### src/hw/rtl/stq_pkg.sv
// ----------------------------------------------------------------------------
// Sorted timer queue package
// Shared constants, codes and types of the sorted timer queue.
// ----------------------------------------------------------------------------
package stq_pkg;

  localparam int NUM_TIMERS = 16;
  localparam int IDS        = 16;
  localparam int IdW        = 4;
  localparam int TimeW      = 48;
  localparam int DelayW     = 32;
  localparam int PollW      = 16;

  localparam logic [PollW-1:0] POLL_RESET = PollW'(200);

  localparam logic [1:0] CMD_SET    = 2'd0;
  localparam logic [1:0] CMD_CANCEL = 2'd1;
  localparam logic [1:0] CMD_TICK   = 2'd2;

  localparam logic [1:0] KIND_SET    = 2'd0;
  localparam logic [1:0] KIND_CANCEL = 2'd1;
  localparam logic [1:0] KIND_EXPIRY = 2'd2;

  localparam logic STATUS_OK  = 1'b0;
  localparam logic STATUS_ERR = 1'b1;

  typedef enum logic [1:0] {
    OP_NONE,
    OP_INSERT,
    OP_REMOVE,
    OP_POP
  } op_e;

  typedef enum logic [1:0] {
    ST_IDLE,
    ST_REARM,
    ST_SCAN
  } state_e;

  typedef struct packed {
    logic             valid;
    logic [TimeW-1:0] deadline;
    logic [IdW-1:0]   timer;
  } entry_t;

  typedef struct packed {
    op_e              op;
    logic [TimeW-1:0] key;
    logic [IdW-1:0]   id;
  } chain_ctrl_t;

  typedef struct packed {
    entry_t                head;
    entry_t                second;
    logic [NUM_TIMERS-1:0] valid;
  } chain_stat_t;

endpackage

### src/hw/rtl/stq_cell.sv
// ----------------------------------------------------------------------------
// Sorted timer queue cell
// One queue entry; shifts toward the tail on insert and toward the head on
// removal, taking its new contents from a neighbor or, at the insert point, from the command.
// ----------------------------------------------------------------------------
module stq_cell
  import stq_pkg::*;
(
  input  logic        clk_i,
  input  logic        rst_ni,
  input  chain_ctrl_t ctrl_i,
  input  entry_t      left_i,
  input  logic        left_behind_i,
  input  logic        left_past_i,
  input  entry_t      right_i,
  output entry_t      entry_o,
  output logic        behind_o,
  output logic        past_o
);

  logic             valid_q, valid_d;
  logic [TimeW-1:0] deadline_q, deadline_d;
  logic [IdW-1:0]   timer_q, timer_d;
  logic             match;

  assign behind_o = !valid_q || (deadline_q > ctrl_i.key);
  assign match    = valid_q && (timer_q == ctrl_i.id);
  assign past_o   = left_past_i || match;

  always_comb begin
    valid_d    = valid_q;
    deadline_d = deadline_q;
    timer_d    = timer_q;
    unique case (ctrl_i.op)
      OP_INSERT: begin
        if (behind_o) begin
          if (left_behind_i) begin
            valid_d    = left_i.valid;
            deadline_d = left_i.deadline;
            timer_d    = left_i.timer;
          end else begin
            valid_d    = 1'b1;
            deadline_d = ctrl_i.key;
            timer_d    = ctrl_i.id;
          end
        end
      end
      OP_REMOVE: begin
        if (past_o) begin
          valid_d    = right_i.valid;
          deadline_d = right_i.deadline;
          timer_d    = right_i.timer;
        end
      end
      OP_POP: begin
        valid_d    = right_i.valid;
        deadline_d = right_i.deadline;
        timer_d    = right_i.timer;
      end
      default: begin
      end
    endcase
  end

  always_ff @(posedge clk_i or negedge rst_ni) begin
    if (!rst_ni) begin
      valid_q <= 1'b0;
    end else begin
      valid_q <= valid_d;
    end
  end

  always_ff @(posedge clk_i) begin
    deadline_q <= deadline_d;
    timer_q    <= timer_d;
  end

  assign entry_o = '{valid: valid_q, deadline: deadline_q, timer: timer_q};

endmodule

### src/hw/rtl/stq_chain.sv
// ----------------------------------------------------------------------------
// Sorted timer queue chain
// Row of queue cells in deadline order, cell 0 at the head.
// ----------------------------------------------------------------------------
module stq_chain
  import stq_pkg::*;
(
  input  logic        clk_i,
  input  logic        rst_ni,
  input  chain_ctrl_t ctrl_i,
  output chain_stat_t stat_o
);

  entry_t                entries [NUM_TIMERS];
  logic [NUM_TIMERS-1:0] behind;
  logic [NUM_TIMERS-1:0] past;

  for (genvar i = 0; i < NUM_TIMERS; i++) begin : g_cell
    entry_t left_entry;
    entry_t right_entry;
    logic   left_behind;
    logic   left_past;

    if (i == 0) begin : g_head
      assign left_entry  = '0;
      assign left_behind = 1'b0;
      assign left_past   = 1'b0;
    end else begin : g_mid
      assign left_entry  = entries[i-1];
      assign left_behind = behind[i-1];
      assign left_past   = past[i-1];
    end

    if (i == NUM_TIMERS - 1) begin : g_tail
      assign right_entry = '0;
    end else begin : g_body
      assign right_entry = entries[i+1];
    end

    stq_cell u_cell (
      .clk_i         (clk_i),
      .rst_ni        (rst_ni),
      .ctrl_i        (ctrl_i),
      .left_i        (left_entry),
      .left_behind_i (left_behind),
      .left_past_i   (left_past),
      .right_i       (right_entry),
      .entry_o       (entries[i]),
      .behind_o      (behind[i]),
      .past_o        (past[i])
    );

    assign stat_o.valid[i] = entries[i].valid;
  end

  assign stat_o.head   = entries[0];
  assign stat_o.second = entries[1];

endmodule

### src/hw/rtl/sorted_timer_queue.sv
// ----------------------------------------------------------------------------
// Sorted timer queue
// One-shot timers held in deadline order in a chain of cells, with a
// millisecond clock and periodic expiry scans of the queue head.
// ----------------------------------------------------------------------------
//  Channel   Handshake                 Payload
//  command   start, busy               cmd_i, timer_id_i, delay_ms_i,
//                                      ignore_if_pending_i
//  result    result_valid_o            kind_o, result_id_o, status_o, last_o
//  config    cfg_we_i                  cfg_wdata_i (poll interval)
//
// Set and cancel are handled in the idle state; a set that re-arms a pending
// timer removes the old entry, then inserts the new one in ST_REARM. A tick
// advances the clock and, at the poll interval, starts a scan that pops due
// timers from the head. Each cycle moves the whole cell chain by at most one
// place. After reset the queue is empty, the clock is zero and the interval
// is 200. Results cannot be held off; each is shown for one cycle.
// ----------------------------------------------------------------------------
module sorted_timer_queue
  import stq_pkg::*;
(
  input  logic              clk_i,
  input  logic              rst_ni,
  input  logic              start,
  output logic              busy,
  input  logic [1:0]        cmd_i,
  input  logic [IdW-1:0]    timer_id_i,
  input  logic [DelayW-1:0] delay_ms_i,
  input  logic              ignore_if_pending_i,
  output logic              result_valid_o,
  output logic [1:0]        kind_o,
  output logic [IdW-1:0]    result_id_o,
  output logic              status_o,
  output logic              last_o,
  input  logic              cfg_we_i,
  input  logic [PollW-1:0]  cfg_wdata_i
);

  state_e           state_q, state_d;
  logic [TimeW-1:0] clock_q, clock_d;
  logic [PollW-1:0] count_q, count_d;
  logic [PollW-1:0] poll_q;
  logic [IDS-1:0]   pending_q, pending_d;
  logic [TimeW-1:0] key_q, key_d;
  logic [IdW-1:0]   id_q, id_d;

  logic             rv_q, rv_d;
  logic [1:0]       kind_q, kind_d;
  logic [IdW-1:0]   rid_q, rid_d;
  logic             st_q, st_d;
  logic             last_q, last_d;

  chain_ctrl_t      ctrl;
  chain_stat_t      stat;
  logic             accept;
  logic [TimeW-1:0] new_deadline;
  logic             id_bad;
  logic [PollW-1:0] count_inc;
  logic             head_due;
  logic             second_due;

  assign busy         = (state_q != ST_IDLE);
  assign accept       = start && !busy;
  assign new_deadline = clock_q + TimeW'(delay_ms_i);
  assign id_bad       = int'(timer_id_i) >= NUM_TIMERS;
  assign count_inc    = (count_q != '1) ? count_q + PollW'(1) : count_q;
  assign head_due     = stat.head.valid && (stat.head.deadline <= clock_q);
  assign second_due   = stat.second.valid && (stat.second.deadline <= clock_q);

  always_comb begin
    state_d   = state_q;
    clock_d   = clock_q;
    count_d   = count_q;
    pending_d = pending_q;
    key_d     = key_q;
    id_d      = id_q;
    rv_d      = 1'b0;
    kind_d    = kind_q;
    rid_d     = rid_q;
    st_d      = st_q;
    last_d    = last_q;
    ctrl      = '{op: OP_NONE, key: new_deadline, id: timer_id_i};
    unique case (state_q)
      ST_IDLE: begin
        if (accept) begin
          unique case (cmd_i)
            CMD_SET: begin
              rv_d   = 1'b1;
              kind_d = KIND_SET;
              rid_d  = timer_id_i;
              last_d = 1'b1;
              st_d   = STATUS_OK;
              if (id_bad || (pending_q[timer_id_i] && ignore_if_pending_i)) begin
                st_d = STATUS_ERR;
              end else if (pending_q[timer_id_i]) begin
                ctrl.op = OP_REMOVE;
                key_d   = new_deadline;
                id_d    = timer_id_i;
                state_d = ST_REARM;
              end else begin
                ctrl.op                = OP_INSERT;
                pending_d[timer_id_i] = 1'b1;
              end
            end
            CMD_CANCEL: begin
              rv_d   = 1'b1;
              kind_d = KIND_CANCEL;
              rid_d  = timer_id_i;
              last_d = 1'b1;
              if (id_bad || !pending_q[timer_id_i]) begin
                st_d = STATUS_ERR;
              end else begin
                st_d                   = STATUS_OK;
                ctrl.op                = OP_REMOVE;
                pending_d[timer_id_i] = 1'b0;
              end
            end
            CMD_TICK: begin
              clock_d = clock_q + TimeW'(1);
              if (count_inc < poll_q) begin
                count_d = count_inc;
              end else begin
                count_d = '0;
                state_d = ST_SCAN;
              end
            end
            default: begin
            end
          endcase
        end
      end
      ST_REARM: begin
        ctrl    = '{op: OP_INSERT, key: key_q, id: id_q};
        state_d = ST_IDLE;
      end
      ST_SCAN: begin
        if (head_due) begin
          ctrl.op                    = OP_POP;
          pending_d[stat.head.timer] = 1'b0;
          rv_d                       = 1'b1;
          kind_d                     = KIND_EXPIRY;
          rid_d                      = stat.head.timer;
          st_d                       = STATUS_OK;
          last_d                     = !second_due;
          if (!second_due) begin
            state_d = ST_IDLE;
          end
        end else begin
          state_d = ST_IDLE;
        end
      end
      default: begin
        state_d = ST_IDLE;
      end
    endcase
  end

  stq_chain u_chain (
    .clk_i  (clk_i),
    .rst_ni (rst_ni),
    .ctrl_i (ctrl),
    .stat_o (stat)
  );

  always_ff @(posedge clk_i or negedge rst_ni) begin
    if (!rst_ni) begin
      state_q   <= ST_IDLE;
      clock_q   <= '0;
      count_q   <= '0;
      poll_q    <= POLL_RESET;
      pending_q <= '0;
      rv_q      <= 1'b0;
    end else begin
      state_q   <= state_d;
      clock_q   <= clock_d;
      count_q   <= count_d;
      pending_q <= pending_d;
      rv_q      <= rv_d;
      if (cfg_we_i) begin
        poll_q <= cfg_wdata_i;
      end
    end
  end

  always_ff @(posedge clk_i) begin
    key_q  <= key_d;
    id_q   <= id_d;
    kind_q <= kind_d;
    rid_q  <= rid_d;
    st_q   <= st_d;
    last_q <= last_d;
  end

  assign result_valid_o = rv_q;
  assign kind_o         = kind_q;
  assign result_id_o    = rid_q;
  assign status_o       = st_q;
  assign last_o         = last_q;

  a_cmd_answered: assert property (@(posedge clk_i) disable iff (!rst_ni)
    accept && (cmd_i == CMD_SET || cmd_i == CMD_CANCEL) |=> result_valid_o && last_o)
    else $error("set or cancel item gave no final result");

  a_head_sorted: assert property (@(posedge clk_i) disable iff (!rst_ni)
    stat.second.valid |-> stat.head.valid && stat.head.deadline <= stat.second.deadline)
    else $error("queue head out of deadline order");

  a_pending_matches: assert property (@(posedge clk_i) disable iff (!rst_ni)
    state_q == ST_IDLE |-> $countones(pending_q) == $countones(stat.valid))
    else $error("pending timers and occupied cells disagree");

  a_expiry_in_scan: assert property (@(posedge clk_i) disable iff (!rst_ni)
    result_valid_o && kind_o == KIND_EXPIRY |-> $past(state_q == ST_SCAN))
    else $error("expiry reported outside a scan");

  a_scan_ends_last: assert property (@(posedge clk_i) disable iff (!rst_ni)
    state_q == ST_SCAN && state_d == ST_IDLE && rv_d |-> last_d)
    else $error("scan ended without a last marker");

endmodule
### config.mk
export PLATFORM = sky130hd
export DESIGN_NAME = sorted_timer_queue
export DESIGN_NICKNAME = d
export VERILOG_FILES = /design/src/hw/rtl/stq_pkg.sv /design/src/hw/rtl/stq_cell.sv /design/src/hw/rtl/stq_chain.sv /design/src/hw/rtl/sorted_timer_queue.sv
export SDC_FILE = /design/constraint.sdc
export NUM_CORES = 2
export LEC_CHECK = 0
export BUFFER_PORTS_ARGS = -buffer_cell sky130_fd_sc_hd__buf_2
export CAP_MARGIN = 20
export CORE_MARGIN = 1
export CORE_UTILIZATION = 65
export CTS_CLUSTER_DIAMETER = 60
export DETAILED_ROUTE_END_ITERATION = 8
export GPL_TIMING_DRIVEN = 0
export MAX_ROUTING_LAYER = met4
export PLACE_DENSITY_LB_ADDON = 0.1
export SYNTH_ARGS = -nofsm -noshare
export SYNTH_HDL_FRONTEND = slang
export SYNTH_HIERARCHICAL = 1
export SYNTH_SLANG_ARGS = --single-unit
### constraint.sdc
create_clock -name clk_i -period 15.8 [get_ports clk_i]
set_clock_uncertainty 0.15 [all_clocks]
set_input_delay 3.16 -clock clk_i [delete_from_list [all_inputs] [get_ports clk_i]]
set_output_delay 3.16 -clock clk_i [all_outputs]
set_load 0.02 [all_outputs]
# Word-level counts from Yosys, hierarchy flattened
# Cells that the tools add are included.
[totals]
ff_bits = 1007
input_bits = 59
output_inout_bits = 10
elab_cells = 500
[classes]
add_sub_neg = 3
n_lt_le_gt_ge = 23
eq_ne = 67
n_mux = 242
bitwise_logic = 6
n_reduce_logical = 99
[ops]
columns = ["operator", "n"]
rows = [
  ["$pmux W48 S3", 16],
  ["$mux W48", 47],
  ["$gt A48 B48 Y1", 16],
  ["$mux W4", 50],
  ["$pmux W4 S3", 16],
  ["$mux W16", 7],
  ["$le A48 B48 Y1", 2],
  ["$ne A2 B2 Y1 const B", 34],
  ["$eq A4 B4 Y1", 16],
  ["$pmux W16 S2", 2],
  ["$mux W1", 60],
  ["$mux W52", 1],
  ["$reduce_and A3 Y1", 17],
  ["$add A48 B1 Y48 const B", 1],
  ["$add A48 B32 Y48", 1],
  ["$pmux W1 S3", 16],
  ["$and A16 B16 Y16", 2],
  ["$not A16 Y16", 2],
  ["$logic_or A1 B1 Y1", 31],
  ["$mux W2", 13],
  ["$logic_and A1 B1 Y1", 22],
  ["$pmux W2 S2", 5],
  ["$logic_not A1 Y1", 18],
  ["$ne A3 B3 Y1 const B", 6],
  ["other kinds (24)", 39],
]

# Longest topological paths before layout
[logic_depth]
ltp_word = 21
mapped_depth = 27
ltp_nobuf = 24

# Cells and area by module
# Netlist, hierarchy kept.
[by_module_without_submodules]
columns = ["mod", "n_inst", "cells_each", "area_each_um2", "seq_area_each_um2"]
rows = [
  ["stq_cell", 16, 416, 4060.1, 1586.5],
  ["sorted_timer_queue", 1, 1435, 12709.7, 4282.9],
  ["stq_chain", 1, 3, 18.8, 0.0],
]

# Worst setup path before layout
# OpenSTA, ideal clock, no wires.
[synth_timing]
path_type = "input port to flip-flop"
start = "in delay_ms_i[0]"
end = "reg u_chain.g_cell[0].u_cell.deadline_q[0], enable pin"
setup_time_ns = 0.407
arrival_time_ns = 9.698
t_required_ns = 15.243
path_slack_ns = 5.545
stages = 18
n_path_buf = 0
cell_sequence = "ha_1 inv_1 fa_1 nor2b_1 o31a_1 o311a_1 o21ai_0 o21ai_0 a311oi_1 o41ai_1 inv_1 ha_1 nand4_1 nor4_4 and4_4 o31a_4 a2111o_1 o211a_1"
[synth_rtl]
columns = ["item", "line", "source"]
rows = [
  ["start, declared", "sorted_timer_queue.sv:28", "input logic [DelayW-1:0] delay_ms_i,"],
  ["end signal, assigned", "stq_cell.sv:74", "deadline_q <= deadline_d;"],
  ["end, declared", "stq_cell.sv:22", "logic [TimeW-1:0] deadline_q, deadline_d;"],
]

==> flow_summary.toml <==
[setup_path]
cp-start-kind = "primary input"
critical-path-max-stage-delay_ns = 0.75
worst_ep_arrival_time_ns = 10.65
crit_path_end = "u_chain/g_cell[4].u_cell/deadline_q[36]$_DFFE_PP_"
path_common_cell = "o21ai_0"
startpoint = "delay_ms_i[3]"
crit_chain = "buf_2, ha_1, o21ai_0, o21ai_0, and3_1, o21a_1, clkbuf_1, a211oi_1, xnor2_1, mux2_2, inv_1, ha_1, nand4_1, nor4_4, inv_1, o211ai_1, a2111oi_0, a31oi_1, clkbuf_1, buf_2, mux2i_1, o21ai_0"
r2r_slack_ns = 7.25
cp_num_cells = 22
critical_path_class = "primary input to register"
worstPathRequired_ns = 16.13
end_kind = "register"
cp_num_buf_inv = 6
cpLargestDelayFamily = "compound AO/OA/AOI/OAI gates"
worstRegToRegCells = 21
critPathSlowestCell = "mux2_2"
timing.rr.start = "clock_q[0]$_DFFE_PN0P_"
r2r_end = "u_chain/g_cell[4].u_cell/deadline_q[36]$_DFFE_PP_"
crit_path_max_fanout = 32

[floorplan]
ios = 69
dieArea_um2 = 121000
die_y_um = 348
fp.coreArea_um2 = 118000
initial_utilization = 0.657
rows = 126
die_w_um = 348

[routing]
via_count = 62313
viasPerCell = 6.17
wl_mm = 221
drc = 0
dr.pass1.iters = 6
ant_nets = 0
routedWlPerCell_um = 21.9
first_iter_violations = 4989

[cts]
cts_setup_buffers = 0
ctsHoldBuffers = 0
cts_resized = 0
h-tree-depth = 4
cts_tree = "done"
clk-insertion-delay-late_ns = 0.76
root_buffer = "clkbuf_16"
cts.clk_slew.worst_paths_ns = 0.06
cts_buffer_depth = 3
numClockSinks = 1007
cts_buffers = 131

[timing]
finalSetupViolations = 0
post-route-period-util = 0.653
hold_viol_final = 0
maxSlewHeadroom = 0.211
fin_crit_ns = 10.32
final-max-slew-violation-count = 0
finalSetupTns_ns = 0
fmax_ghz = 0.0969
whs_ns = 0.351
rsz0062_at_grt = "no"
worstMarginPinSlew_ns = 1.18
finalWorstSetupSlack_ns = 5.48

[final_layout]
fillers = 8980
final_layout_size_suffix_gt1_frac = 0.0783
fin_nets = 9430
postLayoutCellArea_um2 = 85800
fin_util = 0.726
syn_to_final_growth_pct = 10.4

[power]
worst_ir_drop_vdd_v = 0.000108
p_leak_nw = 37.1
pwr_density_cell_nw_per_um2 = 102

[global_route]
use_met2 = 0.629
met3_usage = 0.0347
grt_pass1_vias = 62864
use_met1 = 0.411
antenna_found_initial = 3
grt_max_degree = 79
globalRoute.busiestLayer = "met2"
grt_pass1_wl_mm = 343
grt_use_total = 0.374
grt-ovfl-total = 0

[worst_hold_path]
hold_depth = 1
hp-class = "register to register"

[place]
port_buffers = 68
finalWeightedCongestion = 0.972
dpl_worst_slack_ns = 4.99
hpwl_mm = 178
place_area_um2 = 81500

[run_status]
status = "finished clean"

[yosys]
syn_area_per_cell_um2 = 9.60
yosys_warnings = 6
syn_area_um2 = 77700
netlist_instances = 8091

[run]
drv_cap = 0
==> stage by stage <==
step	instances	total power, mW
after global routing	10098	9.15
after CTS	10092	8.69
after detailed placement	9857	5.75
final	10098	8.72
after global placement	9802	5.58
after floorplan	8198	5.02
==> report_power, final <==
part           switching [mW]  internal [mW]
combinational            1.49          0.945
clock                    1.18           1.75
sequential              0.165           3.18
==> final cells by class <==
cell class / count / area [um2] / share of cell area
multi-input combinational: 5929 / 43700 / 0.510
sequential: 1007 / 29700 / 0.346
clock buffer: 163 / 3550 / 0.0413
inverter: 906 / 3400 / 0.0396
tap: 1536 / 1920 / 0.0224
buffer: 356 / 1520 / 0.0177
timing repair buffer: 126 / 1360 / 0.0158
clock inverter: 72 / 628 / 0.00732
antenna: 3 / 7.51 / 0.0000875
==> layer usage <==
| layer | share of wire | up-vias |
|---|---|---|
| met5 | 0 | - |
| met4 | 0.087 | 0 |
| met3 | 0.042 | 666 |
| met2 | 0.49 | 2077 |
| met1 | 0.38 | 29569 |
| li1 | - | 30001 |
==> state kept, by name (all words and copies together), names as in the netlist, 4 cells and up, named ones only <==
name / count
u_chain/g_cell.u_cell/deadline_q: 768
id_q: 4
count_q: 16
key_q: 48
poll_q: 16
clock_q: 48
u_chain/g_cell.u_cell/timer_q: 64
result_id_o: 4
u_chain/g_cell.u_cell/valid_q: 16
==> layout by cell type (no fill, tap or decap), types with 22 or more instances in the layout <==
master        n
nand2_1    1171
o21ai_0    1006
ha_1        913
inv_1       906
edfxtp_1    892
mux2i_1     848
a21oi_1     377
clkbuf_1    273
nor2_1      180
buf_2       152
clkbuf_16   138
nand4_1     137
dfrtp_1     112
nand3_1     109
conb_1      108
xnor2_1      88
nor3_1       86
o211ai_1     78
xor2_1       64
a21o_1       52
a211oi_1     43
a221oi_1     36
nand4_4      33
nand4_2      32
nor4_4       32
a211oi_2     32
nor2b_1      28
and4_1       28
nand2b_1     27
clkinv_1     27
and3_1       25
a31oi_1      24
buf_4        24
buf_12       23
a2111o_1     22
==> worst min-delay path by stage <==
stage | from | to | slack (ns)
5_1_grt | register | register | 0.38
3_3_place_gp | register | register | 0.33
2_1_floorplan | register | register | 0.32
4_1_cts | register | register | 0.36
6_report | register | register | 0.35
3_5_place_dp | register | register | 0.35
(Power assumes the default switching activity.)
